### config.mk
export PLATFORM = sky130hd
export DESIGN_NAME = bwtb_sequencer
export DESIGN_NICKNAME = d
export VERILOG_FILES = /design/src/hw/rtl/bwtb_pkg.sv /design/src/hw/rtl/bwtb_sequencer.sv
export SDC_FILE = /design/constraint.sdc
export NUM_CORES = 1
export LEC_CHECK = 0
export BUFFER_PORTS_ARGS = -buffer_cell sky130_fd_sc_hd__buf_4
export CORE_MARGIN = 8
export CORE_UTILIZATION = 40
export CTS_BUF_LIST = sky130_fd_sc_hd__clkbuf_16
export CTS_CLUSTER_DIAMETER = 60
export DETAILED_ROUTE_END_ITERATION = 7
export SLEW_MARGIN = 40
export SYNTH_ARGS = -nofsm -noshare
export SYNTH_HDL_FRONTEND = slang
export SYNTH_SLANG_ARGS = --single-unit
### constraint.sdc
create_clock -name clock -period 5.2 [get_ports clock]
set_input_delay 0.78 -clock clock [delete_from_list [all_inputs] [get_ports clock]]
set_output_delay 0.78 -clock clock [all_outputs]
set_load 0.02 [all_outputs]
### src/hw/rtl/bwtb_pkg.sv
// Shared types, constants and the control program of the in-place BWT builder.
`default_nettype none

package bwtb_pkg;

   // Store geometry and field widths
   localparam int MAX_LEN = 4096;
   localparam int ADDR_W  = 12;
   localparam int LEN_W   = 13;
   localparam int SYM_W   = 8;
   localparam int PC_W    = 4;

   // Request kinds (carried in tuser)
   localparam logic FUNC_LOAD = 1'b0;
   localparam logic FUNC_READ = 1'b1;

   // Response status codes
   localparam logic [1:0] ST_OK    = 2'd0;
   localparam logic [1:0] ST_FULL  = 2'd1;
   localparam logic [1:0] ST_ZERO  = 2'd2;
   localparam logic [1:0] ST_RANGE = 2'd3;

   typedef logic [PC_W-1:0] pc_type;

   // Program step addresses
   localparam pc_type STEP_IDLE       = 4'd0;
   localparam pc_type STEP_DISPATCH   = 4'd1;
   localparam pc_type STEP_SEAL       = 4'd2;
   localparam pc_type STEP_FETCH      = 4'd3;
   localparam pc_type STEP_SCAN_SETUP = 4'd4;
   localparam pc_type STEP_SCAN       = 4'd5;
   localparam pc_type STEP_PUT_C      = 4'd6;
   localparam pc_type STEP_SHIFT      = 4'd7;
   localparam pc_type STEP_PUT_SENT   = 4'd8;
   localparam pc_type STEP_FINISH     = 4'd9;

   // Datapath operations
   typedef enum logic [3:0] {
      OP_ACCEPT,
      OP_DISPATCH,
      OP_SEAL,
      OP_FETCH,
      OP_SCAN_SETUP,
      OP_SCAN,
      OP_PUT_C,
      OP_SHIFT,
      OP_PUT_SENT,
      OP_FINISH
   } op_type;

   // Jump conditions
   typedef enum logic [2:0] {
      JC_NEVER,
      JC_ALWAYS,
      JC_IDLE_STAY,
      JC_WAS_READ,
      JC_SHORT,
      JC_BUSY,
      JC_MORE
   } jc_type;

   // One control word
   typedef struct packed {
      op_type op;
      jc_type jc;
      pc_type target;
   } ucode_type;

   // Status flags from the datapath to the sequencer
   typedef struct packed {
      logic idle_stay;
      logic was_read;
      logic short_text;
      logic busy;
      logic more;
   } flags_type;

   // Control program
   function automatic ucode_type ucode_fetch(input pc_type pc);
      ucode_type w;
      w = '{op: OP_FINISH, jc: JC_ALWAYS, target: STEP_IDLE};
      unique case (pc)
         STEP_IDLE:       w = '{op: OP_ACCEPT,     jc: JC_IDLE_STAY, target: STEP_IDLE};
         STEP_DISPATCH:   w = '{op: OP_DISPATCH,   jc: JC_WAS_READ,  target: STEP_IDLE};
         STEP_SEAL:       w = '{op: OP_SEAL,       jc: JC_SHORT,     target: STEP_FINISH};
         STEP_FETCH:      w = '{op: OP_FETCH,      jc: JC_NEVER,     target: STEP_IDLE};
         STEP_SCAN_SETUP: w = '{op: OP_SCAN_SETUP, jc: JC_NEVER,     target: STEP_IDLE};
         STEP_SCAN:       w = '{op: OP_SCAN,       jc: JC_BUSY,      target: STEP_SCAN};
         STEP_PUT_C:      w = '{op: OP_PUT_C,      jc: JC_NEVER,     target: STEP_IDLE};
         STEP_SHIFT:      w = '{op: OP_SHIFT,      jc: JC_BUSY,      target: STEP_SHIFT};
         STEP_PUT_SENT:   w = '{op: OP_PUT_SENT,   jc: JC_MORE,      target: STEP_FETCH};
         STEP_FINISH:     w = '{op: OP_FINISH,     jc: JC_ALWAYS,    target: STEP_IDLE};
         default:         w = '{op: OP_FINISH,     jc: JC_ALWAYS,    target: STEP_IDLE};
      endcase
      return w;
   endfunction

endpackage

`default_nettype wire

### src/hw/rtl/bwtb_sequencer.sv
// Step counter and control-word fetch with conditional jumps.
`default_nettype none

module bwtb_sequencer import bwtb_pkg::*; (
   input  wire logic      clock,
   input  wire logic      reset,
   input  wire flags_type flags,
   output ucode_type      uc
);

   pc_type pc_ff;
   pc_type pc_in;
   logic   take;

   assign uc = ucode_fetch(pc_ff);

   // Evaluate the jump condition of the current step
   always_comb begin
      unique case (uc.jc)
         JC_NEVER:     take = 1'b0;
         JC_ALWAYS:    take = 1'b1;
         JC_IDLE_STAY: take = flags.idle_stay;
         JC_WAS_READ:  take = flags.was_read;
         JC_SHORT:     take = flags.short_text;
         JC_BUSY:      take = flags.busy;
         JC_MORE:      take = flags.more;
         default:      take = 1'b1;
      endcase
      pc_in = take ? uc.target : pc_ff + pc_type'(1);
   end

   // Advance the step counter
   always_ff @(posedge clock) begin
      if (reset) begin
         pc_ff <= STEP_IDLE;
      end else begin
         pc_ff <= pc_in;
      end
   end

endmodule

`default_nettype wire

# Word-level counts from Yosys, hierarchy flattened
# Memories as Yosys holds them, arrays and structs flattened. A register that Yosys moved wholly into a read port is not among the register bits.
# Cells that the tools add are included.
[totals]
romBits = 176
register_bits = 4
elab_cells = 12
memories = 1
in_bits = 7
[mem_list]
columns = ["name", "words", "word_bits", "read_ports", "rd_ports_with_merged_regs", "write_ports", "line_no", "text"]
rows = [
  ["(no name shown)", 16, 11, 1, 1, 0, "bwtb_pkg.sv:82", "unique case (pc)"],
]
[op_classes]
add_sub_neg = 1
muxes = 3
n_reduce_logical = 1
n_eq_ne = 5
[op_table]
columns = ["cell", "n"]
rows = [
  ["equality test 3 bit, second input constant", 3],
  ["2-to-1 mux 4 bit", 2],
  ["equality test 3 x 2 -> 1 bit, second input constant", 2],
  ["one-hot mux 1 bit (6 select lines)", 1],
  ["adder 4 x 1 -> 4 bit, second input constant", 1],
  ["zero test 3 bit", 1],
]

# Depth between registers and ports, before layout
# Gate-level depths: netlist (run 1).
[depth]
word_depth = 4
ltp_mapped = 7
ltp_nobuf = 6

# Worst setup path before layout (run 1)
# Ideal clock, no wire load.
[synth_path]
path_kind = "input-to-reg"
startpoint = "input flags[1] (netlist name)"
endpoint = "register, netlist name uc[6]"
slack_ns = 2.718
path_buffers = 1
t_arrival_ns = 2.361
setup_time_ns = 0.121
path_stages = 7
cell_sequence = "and2b_2 > mux4_2 > buf_6 > a221o_1 > clkinv_2 > nor2_2 > mux2_4"
[synth_between]
elab_chain_len = 3
[synth_lines]
columns = ["element", "line_no", "text"]
rows = [
  ["start, declared", "bwtb_sequencer.sv:7", "input wire flags_type flags,"],
  ["one-hot mux 1 bit (6 select lines)", "bwtb_sequencer.sv:19", "unique case (uc.jc)"],
  ["2-to-1 mux 4 bit", "bwtb_sequencer.sv:29", "pc_in = take ? uc.target : pc_ff + pc_type'(1);"],
  ["2-to-1 mux 4 bit (no line)", "--", ""],
]
# No other way between the ends.
# A chain may end at the register's enable or synchronous reset.

# Worst setup path in the final report (run 1)
[layout_path]
startpoint = "input flags[1] (netlist name)"
endpoint = "register, netlist name uc[6]"
[layout_between]
elab_chain_len = 3
[layout_lines]
columns = ["element", "line_no"]
rows = [
  ["one-hot mux 1 bit (6 select lines)", "bwtb_sequencer.sv:19"],
  ["2-to-1 mux 4 bit", "bwtb_sequencer.sv:29"],
  ["2-to-1 mux 4 bit (no line)", "--"],
]
# No other way between the ends.

==> run summary, run 1 <==
The final net count came out at 94. Counting every net in the synthesized netlist gives 75. The number of enable flip-flop cells after synthesis is 0. The top-level I/O count is 18. TritonCTS built the clock tree. Dividing total power by cell area gives a power density of 577 nW/um^2. The placed instance area came out at 813 um^2.

Among all stages on the critical path, the largest delay is contributed by mux4_2. The level count of the clock H-tree came out at 1. The startpoint identified for the worst register-to-register timing path is uc[6].

The number of routed nets with antenna violations is 0. The final count of hold timing violations is 0. In this run the deepest clock path goes through 2 buffers.

By area the synthesized netlist is led by dfxtp_1, mux2i_1, mux4_2. The number of standard-cell rows in the floorplan is 15. In this run the most critical hold path is launched from uc[2].

After synthesis the cells add up to approximately 690 um^2. The later pin in the worst-skew pair is clocked with a latency of 0.24 ns. Cells fill 53.4% of the core in the end. The clock transition at the registers of the reported paths is about 0.04 ns. The endpoint identified for the worst register-to-register timing path is uc[6].

The number of global-route vias before repair came out at ~550. The worst-case register-to-register setup slack came out at ~2.9 ns. Headroom to the max-slew limit came out at between 60 and 70%.

The number of clock sinks is 14. The maximum frequency from static timing analysis is 405 MHz. The max-capacitance violation count came out at 0. Detailed placement finished with a half-perimeter wire length of 1120 um. The critical-path maximum fanout is 10. Post-CTS repair changed the size of 0 cells. The clock root buffer master is clkbuf_16. The fraction of synthesis flops using an asynchronous set or reset pin is 0%. The number of pins exceeding their max-slew limit in the final report came to 0.

After floorplanning, the core was sized to cover 1670 um^2. In the final timing run, aggregate negative setup slack is 0 ns. The number of warnings issued by yosys came out at 0. Total power for the finished layout comes to 0.515 mW. The signal on the critical path passes through buf_4 -> and2b_2 -> mux4_2 -> mux2i_1 -> nor2_1 -> mux2_4.

The area growth from synthesis to layout came out at 29.9%. The pin count of the biggest net entering global routing came out at 15. The cell depth of the worst min-delay path is 2. The register bit total from synthesis came out at 14. The gate count of the mapped netlist is 67. The number of CTS-inserted buffers came out at 3. The detailed router's first-iteration violation count came out at 2. The global placer's final weighted congestion came out at 0.738.

The data required time at the worst endpoint is between 5 and 6 ns. The minimum clock period after layout came out at 2.47 ns. The total overflow reported by the global router is 0. The repair_antennas step left the layout with diodes totalling 0.

The final standard cell area without fillers came out at between 800 and 900 um^2. The path class of the lowest-slack min-delay path is register to register. Across the routed clock network, the largest skew measured is ~0.00043 ns. OpenSTA, run right after detailed placement, puts the worst setup slack at 2.48 ns.

The post-CTS setup buffer count came out at 0. The portion of the clock cycle consumed by the worst path in the final layout is roughly 47%. Sequential cells were found to cover 40.8% of the synthesized design area. The overall track demand over capacity in global routing is 9.37%. The ratio of cells with drive above 1 in the final layout is between 30% and 40%. The routed via count is 552. The largest area contributor in the synthesized netlist is dfxtp_1.

The initial antenna violation count came out at 0. Setup repair after global routing left no endpoint under its margin. The mean cell area of the mapped netlist is 10.3 um^2. The area share of the leading cell type in the synthesized netlist is approximately 41%. The die is between 50 and 60 um tall.

For hold timing, the worst endpoint is pc_ff[2]. The full die area came out at approximately 3300 um^2. For this design the static power due to leakage is 0.405 nW. Wires add up to about 1500 um. The count of buffers from port buffering came out at 17. Measured along the x axis, the die boundary spans 57.4 um. In the post-route analysis, the smallest setup slack over all paths is 2.73 ns.

The worst-margin pin slew came out at 0.455 ns. The peak per-stage delay on the critical path is between 0.6 and 0.7 ns. The critical path startpoint category is an input port. For this run, the detailed router's first-pass iteration total came to 3. Once the floorplan was initialized, standard cells occupied 41.1% of the core.

The number of DRC violations after detailed routing came out at 0. After synthesis, the most frequently instantiated cells are dfxtp_1, mux2i_1, nor2_1. By startpoint and endpoint, the worst setup path is classified as input port to register.

In the synthesized netlist the dominant register cell turns out to be dfxtp_1. In this run, post-CTS hold repair placed 0 buffers. The arrival time of the worst setup path came out at ~2.6 ns. The average detailed-routed wire length per instance is 14.4 um. The wire length of the first global-routing pass came out at 2390 um. The number of library cell types mapped by synthesis is 36. The flow ran to the end, and the final reports show no timing, DRC or antenna violations. For the worst flop-to-flop path, the logic depth is 5. STA classifies the critical path endpoint as a register.

The peak supply drop is between 0.0003 and 0.0004 V. By instance count, the leading cell after synthesis is dfxtp_1. The setup violation total in the final timing report is 0. Tracing the worst setup path back leads to its startpoint at flags[1]. The ratio of routed vias to standard cells came out at roughly 5.4.
[logic make-up (layout without fill, tap and decap cells)]
| family | after synthesis | after routing | share of synthesized area, % |
|---|---|---|---|
| AND/OR/NAND/NOR | 22 | 22 | 19.5 |
| flip-flops | 14 | 14 | 40.8 |
| AO/OA/AOI/OAI | 13 | 13 | 15.5 |
| multiplexers | 8 | 8 | 14.2 |
| buffers and inverters | 7 | 25 | 5.65 |
| XOR/XNOR | 2 | 2 | 2.55 |
| adder cells (fa/ha/maj) | 1 | 1 | 1.82 |
[critical path: cells and delay by family]
family,cells,cell delay (ns)
buffers and inverters,1,0.07
muxes,3,1.16
and+or+nand+nor,2,0.58
[layout by cell type, fill, tap and decap left out, drive strengths merged, types with 2 or more instances in the layout]
master | netlist | layout
o21bai | 2 | 2
nor4b | 2 | 2
dfxtp | 14 | 14
nand2 | 2 | 2
clkbuf | 1 | 3
buf | 2 | 17
mux2i | 6 | 6
nor3b | 3 | 3
a21oi | 2 | 2
nor3 | 3 | 3
inv | 3 | 3
clkinv | 1 | 2
nor2 | 6 | 6
[layout make-up]
cell class | instances | area [um^2]
fillers | 150 | 778
clock buffers | 3 | 75.1
flip-flops and latches | 14 | 280
well taps | 17 | 21.3
inverters | 4 | 16.3
clock inverters | 1 | 3.75
multi-input cells | 46 | 368
repair buffers | 17 | 128
[worst max path at each step]
stage / cells after the start / slack [ns] / to
2_1_floorplan: 7 / 2.72 / uc[6]
3_3_place_gp: 6 / 2.49 / uc[6]
3_5_place_dp: 6 / 2.48 / uc[6]
4_1_cts: 6 / 2.72 / uc[6]
5_1_grt: 6 / 2.64 / uc[6]
6_report: 6 / 2.73 / uc[6]
[sequential cells by signal, summed over array words and instances, names as in the netlist]
register and flops:
pc_ff 4, uc 10
[power breakdown]
part           total [mW]  switching (mW)  internal [mW]
clock               0.142          0.0410          0.101
combinational       0.209           0.111         0.0981
sequential          0.163          0.0273          0.136
total               0.515           0.179          0.335
[stage by stage]
stage | cells | hold WS [ns]
final | 102 | 0.591
after global routing | 102 | 0.637
after CTS | 102 | 0.601
after detailed placement | 98 | 0.592
after global placement | 98 | 0.609
after floorplan | 67 | 0.624
[metal layers]
metal | share of wire [%] | track usage [%] | routed length, um | vias up
met5 | 0 | 0 | 0 | -
met3 | 4.5 | 3.81 | 66 | 5
li1 | - | - | - | 278
met2 | 46 | 13.8 | 676 | 11
met4 | 2.8 | 7.50 | 41 | 0
met1 | 46 | 10.4 | 680 | 258
Note: power is estimated with default switching activity, not from simulation.
==> run 2: changes to the inputs <==
--- a/config.mk
+++ b/config.mk
@@ -11,6 +11,7 @@
 export CTS_BUF_LIST = sky130_fd_sc_hd__clkbuf_16
 export CTS_CLUSTER_DIAMETER = 60
 export DETAILED_ROUTE_END_ITERATION = 7
+export PLACE_DENSITY = 0.66
 export SLEW_MARGIN = 40
 export SYNTH_ARGS = -nofsm -noshare
 export SYNTH_HDL_FRONTEND = slang
==> constraint.sdc (replaced) <==
create_clock -name clock -period 2.19 [get_ports clock]
set_input_delay 0.3285 -clock clock [delete_from_list [all_inputs] [get_ports clock]]
set_output_delay 0.3285 -clock clock [all_outputs]
set_load 0.02 [all_outputs]
==> run summary, run 2 (synthesized netlist as in run 1, its figures left out) <==
The core box area was 1670 um^2 (unchanged). The wire length of the first global-routing pass is 2800 um (was 2390 um). The startpoint of the lowest-slack register-to-register path was uc[6] (unchanged). The total of fill cells in the finished design is 146 (was 150). The critical path startpoint category is a register (was input port). The buffers plus inverters on the worst setup path is 1 (unchanged). The post-CTS setup buffer count came to 0 (unchanged).

The total overflow reported by the global router came out at 0 (unchanged). The full die area is 3300 um^2 (unchanged). List of cells traversed by the critical path: and2b_2 -> mux4_2 -> buf_4 -> mux2i_1 -> nor2_2 -> mux2_4 (was buf_4 -> and2b_2 -> mux4_2 -> mux2i_1 -> nor2_1 -> mux2_4).

The TritonCTS clock tree is done (unchanged). The minimum clock period after layout is 2.08 ns. The detailed router's first-iteration violation count is 6 (was 2). The family with the most delay on the worst path is multiplexers (unchanged). The total inserted antenna cells is 0 (unchanged). The final routed wirelength across all metal layers came out at 1580 um (was 1470 um). The data required time at the worst endpoint came to 2.32 ns (was 5.33 ns).

The average detailed-routed wire length per instance came out at 14.7 um (was 14.4 um). The maximum frequency from static timing analysis came out at approximately 480 MHz. The initial core utilization is 41.1% (unchanged).

The ratio of routed vias to standard cells came out at 5.49 (was 5.41). The ratio of cells with drive above 1 in the final layout is 41.1% (was 34.1%). The final standard cell count with taps included and fillers excluded is 107 (was 102). The final net count came out at 100 (was 94).

The max-capacitance violation count is 0 (unchanged). The number of clock sinks is 14 (unchanged). The area growth from synthesis to layout is 36.4% (was 29.9%). Setup repair after global routing missed its margin: false (unchanged). The final count of hold timing violations is 0 (unchanged).

The maximum root-to-sink buffer count is 2 (unchanged). The launch instance of the worst min-delay path is reset (was uc[2]). The setup violation total in the final timing report came to 0 (unchanged). The number of standard-cell rows in the floorplan is 15 (unchanged).

The leading cell type in the layout, fill and taps excluded is buf_4 (unchanged). The max-slew headroom at the worst pin is 76.7% (was 69.6%). The number of pins exceeding their max-slew limit in the final report came out at 0 (unchanged).

The number of hold-repair buffers added at the cts stage is 0 (unchanged). The global placer's final weighted congestion is 0.856 (was 0.738). The worst-path cell with the longest stage delay was mux4_2 (unchanged). The level count of the clock H-tree came out at 1 (unchanged).

The detailed-placement wirelength estimate came out at 1180 um (was 1120 um). The peak per-stage delay on the critical path is 0.56 ns (was 0.61 ns). The insertion delay of the later-clocked pin in the worst-skew pair is 0.24 ns (about the same). The leakage power of the design is 0.432 nW (was 0.405 nW). The number of flip-flops under the largest register name came out at 10 (unchanged).

The pin count of the biggest net entering global routing came to 15 (unchanged). The initial antenna violation count is 0 (unchanged). The post-route clock skew came to 0.000602 ns (was 0.000431 ns). The source of the critical timing path was uc[6] (was flags[1]). The routed via count is 587 (was 552). The number of DRC violations after detailed routing came out at 0 (unchanged).

The overall track demand over capacity in global routing is 10.9% (was 9.37%). The number of routed nets with antenna violations is 0 (unchanged). The clock transition at the registers of the reported paths came to 0.04 ns (about the same). The top-level I/O count came out at 18 (unchanged). The power per cell area is 1380 nW/um^2 (was 577 nW/um^2). Outcome: finished, final reports clean (unchanged).

The number of CTS-inserted buffers is 3 (unchanged). The cell total after placement is 104 (was 98). The final critical path takes up 95.1% of the cycle. The clock root buffer master was clkbuf_16 (unchanged). The sort of element at the end of the critical path was a register (unchanged). The arrival time of the worst setup path came out at 2.21 ns (was 2.60 ns). The peak supply drop was 0.000690 V (was 0.000355 V). The number of global-route vias before repair came out at 634 (was 548).

The horizontal extent of the die is 57.4 um (unchanged). The detailed-router iteration count before antenna repair was 2 (was 3). The worst-margin pin slew came to 0.340 ns (was 0.455 ns).

Commonest cells after routing, fill and taps aside: buf_4, dfxtp_1, mux2i_1 (unchanged). The count of buffers from port buffering is 17 (unchanged). The kind of critical path is register to register (was input port to register).

The critical-path maximum fanout came to 9 (was 10). The path class of the lowest-slack min-delay path is input port to register (was register to register). The sum of negative setup slack is 0 ns (unchanged).

The tightest hold margin came out at 0.368 ns (was 0.591 ns). The die height is 57.4 um (unchanged).
==> run 2: what timing repair did <==
action / in CTS / in global routing
endpoints found under the hold margin: 0 / 0
setup endpoints to repair: 0 / 1
gates resized for setup: 0 / 1
==> run 2: per-stage QoR <==
| step | total power, mW | setup WS [ns] | util, % | cell area, um^2 |
|---|---|---|---|---|
| 2_1_floorplan | 0.769 | 0.103 | - | 688 |
| 6_report | 1.29 | 0.107 | 56.1 | 937 |
| 5_1_grt | 1.37 | 0.0190 | 56.1 | 937 |
| 4_1_cts | 1.30 | 0.111 | 56.0 | 935 |
| 3_3_place_gp | 0.953 | 0.0856 | 51.5 | 860 |
| 3_5_place_dp | 0.958 | 0.0685 | 51.5 | 860 |
==> run 2: routing by layer <==
metal / vias up / global-route usage (%) / wire (um)
met2: 18 / 17.4 / 722
met4: 0 / 5.36 / 29
met3: 5 / 6.50 / 160
met5: - / 0 / 0
li1: 289 / - / -
met1: 275 / 11.0 / 662
==> run 2: worst register-to-register path: stages (launching register included) <==
cell	delay (ns)
dfxtp_2	0.36
and2b_2	0.20
mux4_2	0.56
buf_4	0.19
mux2i_1	0.30
nor2_2	0.09
mux2_4	0.26
==> run 2: power by group <==
| group | switching (mW) | total [mW] | internal, mW |
|---|---|---|---|
| clock | 0.0954 | 0.333 | 0.238 |
| combinational | 0.284 | 0.568 | 0.284 |
| sequential | 0.0670 | 0.391 | 0.324 |
| total | 0.447 | 1.29 | 0.846 |
==> run 2: layout make-up <==
| class | count | area (um^2) | share of cell area [%] |
|---|---|---|---|
| Multi-Input combinational cell | 46 | 370 | 39.5 |
| Sequential cell | 14 | 282 | 30.0 |
| Timing Repair Buffer | 23 | 173 | 18.4 |
| Clock buffer | 3 | 75.1 | 8.01 |
| Tap cell | 17 | 21.3 | 2.27 |
| Inverter | 4 | 16.3 | 1.74 |
==> run 2: worst paths after layout <==
check,endpoint,slack [ns],cells past startpoint
hold reg to reg,pc_ff[2],0.59,2
setup / recovery,uc[6],0.11,6
hold / removal,pc_ff[3],0.37,2
setup reg to reg,uc[6],0.11,6
==> run 3: changes to the inputs <==
--- a/config.mk
+++ b/config.mk
@@ -7,11 +7,10 @@
 export LEC_CHECK = 0
 export BUFFER_PORTS_ARGS = -buffer_cell sky130_fd_sc_hd__buf_4
 export CORE_MARGIN = 8
-export CORE_UTILIZATION = 40
+export CORE_UTILIZATION = 35
 export CTS_BUF_LIST = sky130_fd_sc_hd__clkbuf_16
 export CTS_CLUSTER_DIAMETER = 60
 export DETAILED_ROUTE_END_ITERATION = 7
-export PLACE_DENSITY = 0.66
 export SLEW_MARGIN = 40
 export SYNTH_ARGS = -nofsm -noshare
 export SYNTH_HDL_FRONTEND = slang
==> run summary, run 3 (synthesized netlist as in run 1, its figures left out) <==
The number of DRC violations after detailed routing is 0 (unchanged). The initial core utilization came out at 36.1% (was 41.1%). The number of global-route vias before repair came to 583 (was 634).

The global placer's final weighted congestion is 0.784 (was 0.856). The minimum clock period after layout came out at 2.08 ns (about the same). The wire length of the first global-routing pass is 2490 um (was 2800 um). The share of total power in combinational logic came out at 43.1% (was 44.0%).

The total of fill cells in the finished design came out at 181 (was 146). The critical path startpoint category is a register (unchanged). The buffers plus inverters on the worst setup path was 1 (unchanged).

Commonest cells after routing, fill and taps aside: buf_4, dfxtp_1, mux2i_1 (unchanged). The overall track demand over capacity in global routing came out at 9.30% (was 10.9%). The TritonCTS clock tree is done (unchanged). The detailed-placement wirelength estimate is 1230 um (was 1180 um). The sort of element at the end of the critical path is a register (unchanged). The post-CTS setup buffer count was 0 (unchanged). The part of the power in registers is 30.9% (was 30.3%). The initial antenna violation count is 0 (unchanged). The average detailed-routed wire length per instance came out at 13.5 um (was 14.7 um).

The critical-path maximum fanout is 9 (unchanged). The total inserted antenna cells was 0 (unchanged). The maximum root-to-sink buffer count came out at 2 (unchanged). The clock network fraction of total power is 25.9% (was 25.8%). The portion of the clock cycle consumed by the worst path in the final layout came out at 94.8% (was 95.1%). The cell total after placement was 112 (was 104). The final standard cell area without fillers is 932 um^2 (was 937 um^2). The pin count of the biggest net entering global routing came out at 15 (unchanged). The number of resized instances in the post-cts repair step came out at 0 (unchanged). The power after layout came out at 1.26 mW (was 1.29 mW).

The full die area came out at 3640 um^2 (was 3300 um^2). The final routed wirelength across all metal layers is 1560 um (was 1580 um). The insertion delay of the later-clocked pin in the worst-skew pair came to 0.24 ns (about the same). The family with the most delay on the worst path is multiplexers (unchanged). List of cells traversed by the critical path: and2b_2 -> mux4_2 -> buf_4 -> nor4b_1 -> a221oi_2 -> mux2_4 (was and2b_2 -> mux4_2 -> buf_4 -> mux2i_1 -> nor2_2 -> mux2_4). The worst-path cell with the longest stage delay was mux4_2 (unchanged).

The peak per-stage delay on the critical path is 0.53 ns (was 0.56 ns). Outcome: finished, final reports clean (unchanged). The detailed-router iteration count before antenna repair is 4 (was 2). The final count of hold timing violations is 0 (unchanged). The level count of the clock H-tree is 1 (unchanged). The kind of critical path is register to register (unchanged). The ratio of routed vias to standard cells is 5.02 (was 5.49). The internal cell power came out at 0.829 mW (was 0.846 mW). The placed instance area was 857 um^2 (was 860 um^2). The maximum frequency from static timing analysis came to 481 MHz (was 480 MHz).

The total overflow reported by the global router came out at 0 (unchanged). The clock root buffer master is clkbuf_16 (unchanged). The power per cell area is 1350 nW/um^2 (was 1380 nW/um^2). The arrival time of the worst setup path came out at 2.20 ns (was 2.21 ns). The leading cell type in the layout, fill and taps excluded is buf_4 (unchanged). The max-capacitance violation count came out at 0 (unchanged). The final net count is 98 (was 100). The number of flip-flops under the largest register name is 10 (unchanged). The top-level I/O count is 18 (unchanged). The area growth from synthesis to layout is 35.7% (was 36.4%).

The data required time at the worst endpoint is 2.31 ns (was 2.32 ns). The setup violation total in the final timing report is 0 (unchanged). The worst-margin pin slew is 0.428 ns (was 0.340 ns). The post-route clock skew is 0.00128 ns (was 0.000602 ns). The die height came to 60.3 um (was 57.4 um). The horizontal extent of the die came out at 60.3 um (was 57.4 um).

The sum of negative setup slack was 0 ns (unchanged). The final standard cell count with taps included and fillers excluded is 115 (was 107). The detailed router's first-iteration violation count is 4 (was 6). The count of buffers from port buffering came out at 17 (unchanged). The core box area came out at 1900 um^2 (was 1670 um^2).

The clock transition at the registers of the reported paths is 0.04 ns (about the same). The number of CTS-inserted buffers came out at 3 (unchanged). The tightest hold margin came out at 0.372 ns (was 0.368 ns). The path class of the lowest-slack min-delay path is input port to register (unchanged). The number of pins exceeding their max-slew limit in the final report came to 0 (unchanged). The peak supply drop is 0.000969 V (was 0.000690 V). The number of clock sinks came out at 14 (unchanged).

The max-slew headroom at the worst pin came out at 71.4% (was 76.7%). The number of routed nets with antenna violations is 0 (unchanged). The net switching fraction of the power is 34.3% (was 34.5%). Setup repair after global routing missed its margin: false (unchanged).

The ratio of cells with drive above 1 in the final layout is 38.6% (was 41.1%). The routed via count is 577 (was 587). The number of standard-cell rows in the floorplan is 16 (was 15). The leakage power of the design came out at 0.422 nW (was 0.432 nW). The switching power is 0.433 mW (was 0.447 mW). The number of hold-repair buffers added at the cts stage came out at 0 (unchanged).
-- run 3: cell type report --
cell class	count	area [um^2]	area share (%)
inverter	4	16.3	1.74
timing repair buffer	21	158	16.9
tap	27	33.8	3.62
clock buffer	3	75.1	8.05
sequential	14	282	30.2
multi-input combinational	46	368	39.5
-- run 3: worst paths after layout --
kind / startpoint / to / slack [ns] / cells after the start
setup / recovery: uc[6] / uc[6] / 0.11 / 6
hold / removal: reset / pc_ff[3] / 0.37 / 2
setup reg to reg: uc[6] / uc[6] / 0.11 / 6
hold reg to reg: uc[2] / pc_ff[2] / 0.60 / 2
-- run 3: power by group through the flow --
stage          clock (mW)  combinational (mW)  sequential, mW
4_1_cts             0.337               0.551           0.391
5_1_grt             0.347               0.587           0.400
3_3_place_gp            0               0.546           0.394
6_report            0.327               0.544           0.390
2_1_floorplan           0               0.332           0.437
3_5_place_dp            0               0.551           0.395
-- run 3: worst register-to-register path, cell delays in order, from the launching register on --
cell      delay (ns)
dfxtp_2         0.36
and2b_2         0.20
mux4_2          0.53
buf_4           0.20
nor4b_1         0.33
a221oi_2        0.06
mux2_4          0.28
-- run 3: per-layer routing --
layer	share of wire, %	vias up	GRT usage [%]
met5	0	-	0
met4	3.7	0	9.18
met3	3.8	4	1.94
met2	48	9	15.2
met1	44	277	9.50
li1	-	287	-
-- run 3: metrics by stage --
stage / utilization (%) / worst slack [ns]
finish: 49.0 / 0.113
CTS: 49.0 / 0.104
detailed placement: 45.1 / 0.0532
global placement: 45.1 / 0.0977
floorplan: - / 0.103
global route: 49.0 / 0.0451
